`src/design/bf_loop_replay_interpreter_defines.svh`:
```
// Assertion helpers included by the top-level interpreter file.
`ifndef BF_LOOP_REPLAY_INTERPRETER_DEFINES_SVH
`define BF_LOOP_REPLAY_INTERPRETER_DEFINES_SVH

// Same-cycle implication, sampled on clk, off during reset.
`define BFLR_ASSERT_NOW(lbl, ante, cons, msg) \
	lbl: assert property (@(posedge clk) disable iff (!arst_n) (ante) |-> (cons)) \
		else $error(msg);

// Next-cycle implication, sampled on clk, off during reset.
`define BFLR_ASSERT_NEXT(lbl, ante, cons, msg) \
	lbl: assert property (@(posedge clk) disable iff (!arst_n) (ante) |=> (cons)) \
		else $error(msg);

`endif

```
`src/design/bflr_pkg.sv`:
```
`default_nettype none
package bflr_pkg;
	localparam int TAPE_AW    = 16;
	localparam int TAPE_DEPTH = 1 << TAPE_AW;
	localparam int BUF_DEPTH  = 1024;
	localparam int BUF_AW     = $clog2(BUF_DEPTH);
	localparam int BUF_LW     = BUF_AW + 1;
	localparam int STK_DEPTH  = 64;
	localparam int STK_AW     = $clog2(STK_DEPTH);
	localparam int STK_CW     = STK_AW + 1;
	localparam int SKIP_W     = 16;
	localparam logic [SKIP_W-1:0] SKIP_MAX = '1;

	localparam logic [1:0] CMD_SYM  = 2'd0;
	localparam logic [1:0] CMD_BYTE = 2'd1;
	localparam logic [1:0] CMD_TICK = 2'd2;

	localparam logic [2:0] OP_LEFT  = 3'd0;
	localparam logic [2:0] OP_RIGHT = 3'd1;
	localparam logic [2:0] OP_INC   = 3'd2;
	localparam logic [2:0] OP_DEC   = 3'd3;
	localparam logic [2:0] OP_READ  = 3'd4;
	localparam logic [2:0] OP_WRITE = 3'd5;
	localparam logic [2:0] OP_OPEN  = 3'd6;
	localparam logic [2:0] OP_CLOSE = 3'd7;

	localparam logic [2:0] ERR_NONE      = 3'd0;
	localparam logic [2:0] ERR_BUF_FULL  = 3'd1;
	localparam logic [2:0] ERR_STK_FULL  = 3'd2;
	localparam logic [2:0] ERR_UNMATCHED = 3'd3;
	localparam logic [2:0] ERR_KIND      = 3'd4;

	typedef struct packed {
		logic [1:0] command;
		logic [2:0] opcode;
		logic [7:0] in_byte;
	} in_item_t;

	typedef struct packed {
		logic [1:0] want;
		logic       out_valid;
		logic [7:0] out_byte;
		logic [2:0] error;
	} res_item_t;

	typedef struct packed {
		logic clearing;
		logic pop;
	} back_stat_t;
endpackage
`default_nettype wire

```
`src/design/bflr_front.sv`:
```
`default_nettype none
module bflr_front (
	input  wire logic               clk,
	input  wire logic               arst_n,
	input  wire logic               in_valid,
	output logic                    in_ready,
	input  wire bflr_pkg::in_item_t in_item,
	output logic                    q_valid,
	output bflr_pkg::in_item_t      q_item,
	input  wire logic               q_pop
);
	import bflr_pkg::*;

	in_item_t   slot_q [2];
	logic       wr_q;
	logic       rd_q;
	logic [1:0] cnt_q;
	logic       push;

	assign in_ready = (cnt_q != 2'd2);
	assign push     = in_valid && in_ready;
	assign q_valid  = (cnt_q != 2'd0);
	assign q_item   = slot_q[rd_q];

	always_ff @(posedge clk) begin
		if (push) begin
			slot_q[wr_q] <= in_item;
		end
	end

	always_ff @(posedge clk or negedge arst_n) begin
		if (!arst_n) begin
			wr_q  <= 1'b0;
			rd_q  <= 1'b0;
			cnt_q <= 2'd0;
		end else begin
			if (push) begin
				wr_q <= ~wr_q;
			end
			if (q_pop) begin
				rd_q <= ~rd_q;
			end
			cnt_q <= cnt_q + {1'b0, push} - {1'b0, q_pop};
		end
	end
endmodule
`default_nettype wire

```
`config.mk`:
```
export PLATFORM = sky130hd
export DESIGN_NAME = bflr_front
export DESIGN_NICKNAME = d
export VERILOG_FILES = /design/src/design/bf_loop_replay_interpreter_defines.svh /design/src/design/bflr_pkg.sv /design/src/design/bflr_front.sv
export SDC_FILE = /design/constraint.sdc
export NUM_CORES = 1
export LEC_CHECK = 0
export BUFFER_PORTS_ARGS = -buffer_cell sky130_fd_sc_hd__buf_2
export CORE_ASPECT_RATIO = 1.25
export CORE_MARGIN = 2
export CORE_UTILIZATION = 49
export DETAILED_ROUTE_END_ITERATION = 10
export PLACE_DENSITY = 0.79
export SYNTH_ARGS = -nofsm -noshare
export SYNTH_HDL_FRONTEND = slang
export SYNTH_SLANG_ARGS = --single-unit
```
`constraint.sdc`:
```
create_clock -name clk -period 1.8 [get_ports clk]
set_input_delay 0.27 -clock clk [delete_from_list [all_inputs] [get_ports clk]]
set_output_delay 0.27 -clock clk [all_outputs]
set_load 0.02 [all_outputs]
```
==> results.sh, run 1 <==
export IMPL_outcome="finished clean"
export IMPL_dieArea_um2=2730
export IMPL_ys_seq_elements=30
export IMPL_insertion_delay_ns=0.31
export IMPL_synth_cell_types=16
export IMPL_seq_power_share=0.476
export IMPL_fill_cells=178
export IMPL_crit_arrival_ns=1.44
export IMPL_p_int_mw=1.44
export IMPL_cts_made_buffers=5
export IMPL_grt_pass1_wl_um=2780
export IMPL_maxSlewHeadroom=0.877
export IMPL_switching_share=0.341
export IMPL_setup_viol_count_final=0
export IMPL_routabilityCongestion=0.634
export IMPL_syn_nets=75
export IMPL_ir_drop_uv=1090
export IMPL_antenna_found_initial=0
export IMPL_start_kind="flip-flop"
export IMPL_firstDrtPassIters=4
export IMPL_yosys_area_top_type="edfxtp_1"
export IMPL_yosysWarnings=0
export IMPL_port_buffers=31
export IMPL_grt_pass1_vias=677
export IMPL_drv_cap=0
export IMPL_dp_hpwl_um=1270
export IMPL_fin_nets=116
export IMPL_layout_min_cycle_time_ns=1.71
export IMPL_power_density_nw_per_um2=1550
export IMPL_wirelength_met1_um=648
export IMPL_p_leak_nw=0.557
export IMPL_seq_area_frac_synth=0.773
export IMPL_p_clk_frac=0.161
export IMPL_cts_tree="built"
export IMPL_wirelength_um=1730
export IMPL_wl_met3_um=109
export IMPL_routed_via_density=4.84
export IMPL_max_freq_ghz=0.585
export IMPL_core_um2=2210
export IMPL_hold_path_class="in2reg"
export IMPL_crit_fanout=11
export IMPL_top_layer="met4"
export IMPL_vias=629
export IMPL_root_buffer="clkbuf_4"
export IMPL_hold_viol=0
export IMPL_fin_skew_ns=0.0101
export IMPL_final_area_um2=1410
export IMPL_start_util=0.516
export IMPL_drc=0
export IMPL_post_route_period_util=0.949
export IMPL_num_rows=19
export IMPL_htreeDepth=2
export IMPL_antenna_left=0
export IMPL_critPathCaptureType="output pin"
export IMPL_comb_power_share=0.363
export IMPL_grt_start_max_net_pins=14
export IMPL_synth_top_area_share=0.685
export IMPL_syn_area_um2=1140
export IMPL_io_pins=32
export IMPL_rsz0062_at_grt="no"
export IMPL_synth_avg_cell_area_um2=20.0
export IMPL_cts_buffer_depth=2
export IMPL_synth_area_leaders="edfxtp_1 68%, mux2_1 9.9%, dfrtp_1 8.8%, mux2_2 3.0%, xnor2_1 2.3%"
export IMPL_p_switching_mw=0.745
export IMPL_cts_num_sinks=30
export IMPL_tns_ns=0
export IMPL_met2_length_um=917
export IMPL_wl_per_cell_um=13.3
export IMPL_final_layout_size_suffix_gt1_frac=0.465
export IMPL_drv_slew=0
export IMPL_postPlaceCellArea_um2=1350
export IMPL_synth_cells=57
export IMPL_die_height_um=57.9
export IMPL_grt_overflow_total=0
export IMPL_die_w_um=47.1
export IMPL_holdWs_ns=0.143
export IMPL_track_usage=0.154
export IMPL_critical_path_class="reg2out"
export IMPL_clkSlewWorstSetupHoldPaths_ns=0.09
export IMPL_tightestPinTransition_ns=0.185
export IMPL_area_delta_synth_final_pct=23.9
export IMPL_drt_initial_drc_count=16
export IMPL_diodes=0
export IMPL_required_ns=1.53
[through the flow]
step / cells / total power [mW] / utilization / setup WS, ns
after CTS: 130 / 2.21 / 0.637 / 0.0237
after global routing: 130 / 2.32 / 0.639 / 0.0167
final: 130 / 2.18 / 0.639 / 0.0910
after floorplan: 57 / 1.58 / - / 0.0500
after global placement: 121 / 1.82 / 0.610 / 0.414
after detailed placement: 121 / 1.86 / 0.610 / 0.381
[power groups by stage]
stage          registers [mW]  clock network, mW  logic, mW
6_report                 1.04              0.351      0.793
5_1_grt                  1.06              0.399      0.858
4_1_cts                  1.04              0.367      0.805
3_5_place_dp             1.06                  0      0.800
3_3_place_gp             1.04                  0      0.779
2_1_floorplan            1.04                  0      0.548
[area by class of cell]
| cell class | count | area, um2 | share of cell area |
|---|---|---|---|
| Tap cell | 31 | 38.8 | 0.0275 |
| Timing Repair Buffer | 35 | 191 | 0.136 |
| Clock buffer | 6 | 41.3 | 0.0292 |
| Multi-Input combinational cell | 26 | 251 | 0.178 |
| Clock inverter | 2 | 8.76 | 0.00620 |
| Sequential cell | 30 | 881 | 0.624 |
[per-layer routing]
metal,GRT usage,vias to the layer above
li1,-,299
met3,0.0623,6
met1,0.173,302
met5,0,-
met4,0.111,0
met2,0.229,22
[Yosys cell counts, drive strengths merged]
cell type and count:
edfxtp 26, nor3b 1, ha 1, and3 1, nor2 1, nand2b 1, a21oi 1, buf 1
a21bo 1, dfrtp 4, nand2 1, xor2 1, or2 1, xnor2 3, mux2 13
[cell usage in the layout, fill, tap and decap left out, types with 2 or more instances in the layout]
cell type / instances
mux2_1: 10
buf_2: 31
clkbuf_4: 5
mux2_2: 3
dfrtp_1: 4
xnor2_1: 3
buf_4: 2
edfxtp_1: 26
[cell families after synthesis]
logic type / after synthesis / synth area share
DFF: 30 / 0.773
xor gates and xnor gates: 4 / 0.0307
AOI/OAI and AO/OA: 2 / 0.0165
adders and majority gates: 1 / 0.0110
buffers and inverters: 1 / 0.00659
muxes: 13 / 0.128
and+or+nand+nor: 6 / 0.0340
[worst max-delay path: stages, from the launching register on]
cell	delay, ns
dfrtp_1	0.44
buf_6	0.19
mux2_1	0.33
buf_2	0.16
[sequential cells by signal, indices dropped and copies added (netlist names)]
register	cells
slot_q	26
rd_q	1
cnt_q	2
wr_q	1
[final timing paths]
| path | start | to | slack [ns] | cells after the start |
|---|---|---|---|---|
| max reg2reg | cnt_q[1] | slot_q[0][7] | 0.48 | 4 |
| min | in_item[0] | slot_q[1][0] | 0.14 | 1 |
| min in group asynchronous | arst_n | wr_q | 0.28 | 2 |
| max in group asynchronous | arst_n | rd_q | 1.40 | 2 |
| max | rd_q | q_item[4] | 0.09 | 3 |
| min reg2reg | wr_q | wr_q | 0.50 | 1 |
[timing repair]
item / 4_1_cts / 5_1_grt
buffers inserted: 0 / 0
endpoints found under the hold margin: 4 / 0
setup endpoints to repair: 0 / 6
resized for setup: 0 / 1
hold buffers: 1 / 0
(Power assumes the default switching activity.)
==> run 2: changes to the inputs <==
==> constraint.sdc (replaced) <==
create_clock -name clk -period 1.7 [get_ports clk]
set_input_delay 0.255 -clock clk [delete_from_list [all_inputs] [get_ports clk]]
set_output_delay 0.255 -clock clk [all_outputs]
set_load 0.02 [all_outputs]
==> run 2 against run 1 <==
  * Clock-buffer cell count is 1 higher
  * Non-clock buffer count is 2 higher
  * Clock power is 5% higher
  * Core utilization is 0.74 points higher
  * Register-to-register slack worse by 0.11 ns
  * Highest routed layer unchanged
  * Setup slack worse by 0.022 ns
  * Total power is 8.1% higher
  * Worst hold slack worse by 0.019 ns
  * Via count is 0.95% higher
  * Die area stayed put
  * First-iteration DRC count is 6.3% lower
==> results.sh, run 2 (synthesized netlist as in run 1, its figures left out) <==
export IMPL_reg_top3="slot_q: 26 flops, cnt_q: 2 flops"
export IMPL_dp_hpwl_um=1290
export IMPL_met1_usage=0.164
export IMPL_whs_path_depth=1
export IMPL_layout_min_cycle_time_ns=1.63
export IMPL_routabilityCongestion=0.590
export IMPL_cts_made_buffers=5
export IMPL_regMostFlops="slot_q"
export IMPL_min_delay_start="in_item[8]"
export IMPL_htreeDepth=2
export IMPL_largest_reg_flops=26
export IMPL_regArea_um2=881
export IMPL_io_pins=32
export IMPL_drt_initial_drc_count=15
export IMPL_track_usage=0.153
export IMPL_fin_skew_ns=0.00940
export IMPL_reg2reg_to="slot_q[0][2]"
export IMPL_cts_tree="built"
export IMPL_maxSlewHeadroom=0.877
export IMPL_startpoint="rd_q"
export IMPL_final_layout_size_suffix_gt1_frac=0.475
export IMPL_drv_slew=0
export IMPL_routed_via_density=4.81
export IMPL_wl_per_cell_um=13.9
export IMPL_ir_drop_uv=1040
export IMPL_start_util=0.516
export IMPL_critical_path_class="reg2out"
export IMPL_tns_ns=0
export IMPL_multiInputGateArea_um2=254
export IMPL_firstDrtPassIters=4
export IMPL_num_rows=19
export IMPL_crit_arrival_ns=1.38
export IMPL_tightestPinTransition_ns=0.184
export IMPL_p_leak_nw=0.564
export IMPL_grt_pass1_wl_um=2750
export IMPL_crit_fanout=6
export IMPL_core_um2=2210
export IMPL_grt_start_max_net_pins=14
export IMPL_drc=0
export IMPL_diodes=0
export IMPL_r2r_start="cnt_q[1]"
export IMPL_worst_r2r_path_depth=4
export IMPL_wirelength_um=1830
export IMPL_power_density_nw_per_um2=1650
export IMPL_clkSlewWorstSetupHoldPaths_ns=0.09
export IMPL_fill_cells=176
export IMPL_met2_usage=0.239
export IMPL_antenna_left=0
export IMPL_cts_num_sinks=30
export IMPL_max_freq_ghz=0.613
export IMPL_reg2reg_setup_slack_ns=0.37
export IMPL_grtUsageMet3=0.0748
export IMPL_vias=635
export IMPL_grt_pass1_vias=617
export IMPL_cts_buffer_depth=2
export IMPL_grt_most_used_layer="met2"
export IMPL_root_buffer="clkbuf_4"
export IMPL_post_route_period_util=0.959
export IMPL_p_total_mw=2.36
export IMPL_final_setup_worst_slack_ns=0.0693
export IMPL_start_kind="flip-flop"
export IMPL_dieArea_um2=2730
export IMPL_grt_overflow_total=0
export IMPL_area_delta_synth_final_pct=25.4
export IMPL_required_ns=1.44
export IMPL_setup_viol_count_final=0
export IMPL_die_height_um=57.9
export IMPL_holdPathEnd="slot_q[1][8]"
export IMPL_port_buffers=31
export IMPL_hold_path_class="in2reg"
export IMPL_rsz0062_at_grt="no"
export IMPL_antenna_found_initial=0
export IMPL_final_cell_mix="31 x buf_2, 26 x edfxtp_1, 10 x mux2_1, 5 x clkbuf_4"
export IMPL_hold_viol=0
export IMPL_outcome="finished clean"
export IMPL_dp_slack_ns=0.352
export IMPL_critPathCaptureType="output pin"
export IMPL_insertion_delay_ns=0.32
export IMPL_fin_nets=118
export IMPL_final_common_cell="buf_2"
export IMPL_drv_cap=0
export IMPL_die_w_um=47.1
-- run 2: cell count changes in the layout (fill, tap and decap cells not counted) --
| cell | previous run | this run |
|---|---|---|
| clkinv_2 | 1 | 0 |
| nor2_2 | 0 | 1 |
| nor2_1 | 1 | 0 |
| clkbuf_1 | 1 | 2 |
| buf_4 | 2 | 4 |
-- run 2: timing repair --
item                                   CTS  global route
setup buffers                            0             1
pin swaps                                0             0
hold buffers                             1             0
gates cloned                             0             1
endpoints found under the hold margin    4             0
setup endpoints to repair                8             9
resized for setup                        1             2
-- run 2: layer usage --
| metal | vias up | wire, um | part of all wire |
|---|---|---|---|
| met1 | 307 | 744 | 0.41 |
| met5 | - | 0 | 0 |
| met4 | 0 | 31 | 0.017 |
| met2 | 20 | 963 | 0.53 |
| met3 | 4 | 94 | 0.051 |
| li1 | 304 | - | - |
-- run 2: worst max-delay path, stage by stage (launching register included) --
cell	delay [ns]
dfrtp_1	0.40
buf_4	0.18
mux2_2	0.33
buf_2	0.16
-- run 2: cell type report --
cell class | count | area share
clock buffer | 7 | 0.0315
clock inverter | 1 | 0.00263
multi-input combinational | 26 | 0.178
sequential | 30 | 0.616
tap | 31 | 0.0271
timing repair buffer | 37 | 0.144
-- run 2: worst max path at each step --
stage / end / cells past startpoint / slack [ns]
final: q_item[1] / 3 / 0.07
after global routing: q_item[9] / 3 / 0.01
after CTS: q_item[3] / 3 / 0.02
after detailed placement: q_item[3] / 3 / 0.35
after global placement: q_item[4] / 3 / 0.37
after floorplan: slot_q[0][0] / 3 / 0.15
-- run 2: power breakdown --
group	internal [mW]	switching, mW
Clock	0.158	0.210
Combinational	0.382	0.510
Sequential	1.02	0.0829
Total	1.56	0.803
-- run 2: stage by stage --
step | hold slack (ns) | util | instances | area, um2
after floorplan | -0.0406 | - | 57 | 1140
after global placement | 0.0635 | 0.611 | 121 | 1350
after detailed placement | 0.0665 | 0.611 | 121 | 1350
after CTS | 0.104 | 0.640 | 130 | 1410
after global routing | 0.0973 | 0.646 | 132 | 1430
final | 0.124 | 0.646 | 132 | 1430
==> run 3: changes to the inputs <==
--- a/config.mk
+++ b/config.mk
@@ -8,9 +8,9 @@
 export BUFFER_PORTS_ARGS = -buffer_cell sky130_fd_sc_hd__buf_2
 export CORE_ASPECT_RATIO = 1.25
 export CORE_MARGIN = 2
-export CORE_UTILIZATION = 49
+export CORE_UTILIZATION = 45
 export DETAILED_ROUTE_END_ITERATION = 10
-export PLACE_DENSITY = 0.79
+export PLACE_DENSITY = 0.76
 export SYNTH_ARGS = -nofsm -noshare
 export SYNTH_HDL_FRONTEND = slang
 export SYNTH_SLANG_ARGS = --single-unit
==> constraint.sdc (replaced) <==
create_clock -name clk -period 1.4 [get_ports clk]
set_input_delay 0.21 -clock clk [delete_from_list [all_inputs] [get_ports clk]]
set_output_delay 0.21 -clock clk [all_outputs]
set_load 0.02 [all_outputs]
==> run 3 against run 2 <==
  * The run now ends with negative setup slack left
  * Clock power is 19% higher
  * Final area rose by 2.9%
  * Via count fell by 2.8%
  * Non-clock buffer count shrank 2
  * Sequential cell count did not move
  * Critical path depth did not move
  * Cell count unchanged
  * Register-to-register slack lost 0.33 ns
  * Sequential share of layout area decreased by 1.6 points
  * Global-route usage down 1.9 points
  * Largest cell class unchanged
==> results.sh, run 3 (synthesized netlist as in run 1, its figures left out) <==
export IMPL_outcome="complete, but fails checks"
export IMPL_violations="negative setup slack"
export IMPL_num_rows=20
export IMPL_postPlaceCellArea_um2=1390
export IMPL_antenna_left=0
export IMPL_top_layer="met4"
export IMPL_drc=0
export IMPL_layoutNonFillerInstCount=132
export IMPL_wl_per_cell_um=12.1
export IMPL_hold_path_class="in2reg"
export IMPL_largest_reg_flops=26
export IMPL_area_delta_synth_final_pct=29.0
export IMPL_io_pins=32
export IMPL_root_buffer="clkbuf_4"
export IMPL_setup_viol_count_final=13
export IMPL_fin_skew_ns=0.00294
export IMPL_grt_start_max_net_pins=15
export IMPL_max_freq_ghz=0.639
export IMPL_critical_path_max_stage_delay_ns=0.40
export IMPL_routabilityCongestion=0.616
export IMPL_fill_cells=178
export IMPL_p_leak_nw=0.573
export IMPL_diodes=0
export IMPL_antenna_found_initial=0
export IMPL_core_um2=2430
export IMPL_post_route_period_util=1.12
export IMPL_drt_initial_drc_count=10
export IMPL_dieArea_um2=2950
export IMPL_cts_num_sinks=30
export IMPL_rsz0062_at_grt="yes"
export IMPL_drv_slew=0
export IMPL_die_w_um=49.0
export IMPL_cts_buffer_depth=2
export IMPL_crit_buf_inv=2
export IMPL_crit_chain="buf_12, mux2_1, buf_2"
export IMPL_p_total_mw=2.96
export IMPL_cpLargestDelayFamily="flip-flops"
export IMPL_tns_ns=-1.93
export IMPL_fin_nets=116
export IMPL_layout_min_cycle_time_ns=1.57
export IMPL_final_layout_size_suffix_gt1_frac=0.505
export IMPL_maxSlewHeadroom=0.788
export IMPL_start_kind="flip-flop"
export IMPL_dp_hpwl_um=1150
export IMPL_reg2reg_to="slot_q[1][1]"
export IMPL_reg2reg_setup_slack_ns=0.04
export IMPL_vias=617
export IMPL_tightestPinTransition_ns=0.317
export IMPL_track_usage=0.134
export IMPL_wirelength_met1_um=617
export IMPL_crit_fanout=14
export IMPL_ir_drop_uv=1110
export IMPL_wirelength_um=1600
export IMPL_holdPathEnd="slot_q[0][1]"
export IMPL_grt_pass1_vias=612
export IMPL_hold_viol=0
export IMPL_start_util=0.470
export IMPL_dp_slack_ns=0.124
export IMPL_port_buffers=31
export IMPL_die_height_um=60.3
export IMPL_dp_cells=122
export IMPL_reg_top3="slot_q: 26 flops, cnt_q: 2 flops"
export IMPL_crit_arrival_ns=1.36
export IMPL_regArea_um2=882
export IMPL_regMostFlops="slot_q"
export IMPL_r2r_start="cnt_q[1]"
export IMPL_met2_length_um=827
export IMPL_drv_cap=0
export IMPL_cts_tree="built"
export IMPL_final_util=0.606
export IMPL_required_ns=1.19
export IMPL_final_cell_mix="29 x buf_2, 26 x edfxtp_1, 10 x mux2_1, 5 x clkbuf_4"
export IMPL_min_delay_start="in_item[1]"
export IMPL_cts_made_buffers=5
export IMPL_routed_via_density=4.67
export IMPL_critical_path_class="reg2out"
export IMPL_critPathCaptureType="output pin"
export IMPL_whs_path_depth=1
export IMPL_final_common_cell="buf_2"
export IMPL_clkSlewWorstSetupHoldPaths_ns=0.08
export IMPL_grt_pass1_wl_um=2700
export IMPL_firstDrtPassIters=2
export IMPL_insertion_delay_ns=0.31
export IMPL_grt_overflow_total=0
export IMPL_final_setup_worst_slack_ns=-0.165
export IMPL_slowest_stage="dfrtp_1"
export IMPL_wl_met3_um=133
export IMPL_power_density_nw_per_um2=2010
export IMPL_multiInputGateArea_um2=273
export IMPL_final_area_um2=1470
export IMPL_worst_r2r_path_depth=3
export IMPL_htreeDepth=2
export IMPL_holdWs_ns=0.0763
-- run 3: power by group --
| group | total [mW] | internal (mW) | switching, mW |
|---|---|---|---|
| sequential | 1.32 | 1.24 | 0.0856 |
| clock | 0.438 | 0.178 | 0.260 |
| combinational | 1.20 | 0.554 | 0.642 |
| total | 2.96 | 1.97 | 0.988 |
-- run 3: timing repair --
action,in CTS,in global routing
hold buffers,1,0
gates resized for setup,1,6
hold endpoints to repair,4,0
endpoints found under the setup margin,14,22
setup buffers,1,0
-- run 3: layout make-up --
class,instances,share of cell area
Clock buffer,5,0.0255
Tap cell,33,0.0281
Clock inverter,3,0.00766
Sequential cell,30,0.600
Timing Repair Buffer,35,0.153
Multi-Input combinational cell,26,0.186
-- run 3: routing by layer --
layer / GRT usage / up-vias
li1: - / 298
met1: 0.134 / 290
met2: 0.225 / 25
met3: 0.0725 / 4
met4: 0.0735 / 0
met5: 0 / -
-- run 3: worst register-to-register path, stage by stage (launching register included) --
cell and delay (ns):
dfrtp_2 0.41, buf_4 0.16, nand2b_4 0.07, and3_2 0.39
-- run 3: how the worst max path moves through the flow --
stage                  start            to  slack (ns)  cells past startpoint
finish                  rd_q     q_item[8]       -0.17                      3
global route            rd_q     q_item[6]       -0.23                      3
CTS                     rd_q     q_item[8]       -0.20                      3
detailed placement  cnt_q[1]  slot_q[1][5]        0.12                      2
global placement    cnt_q[1]  slot_q[1][4]        0.15                      2
floorplan           cnt_q[1]  slot_q[0][0]         0.1                      3
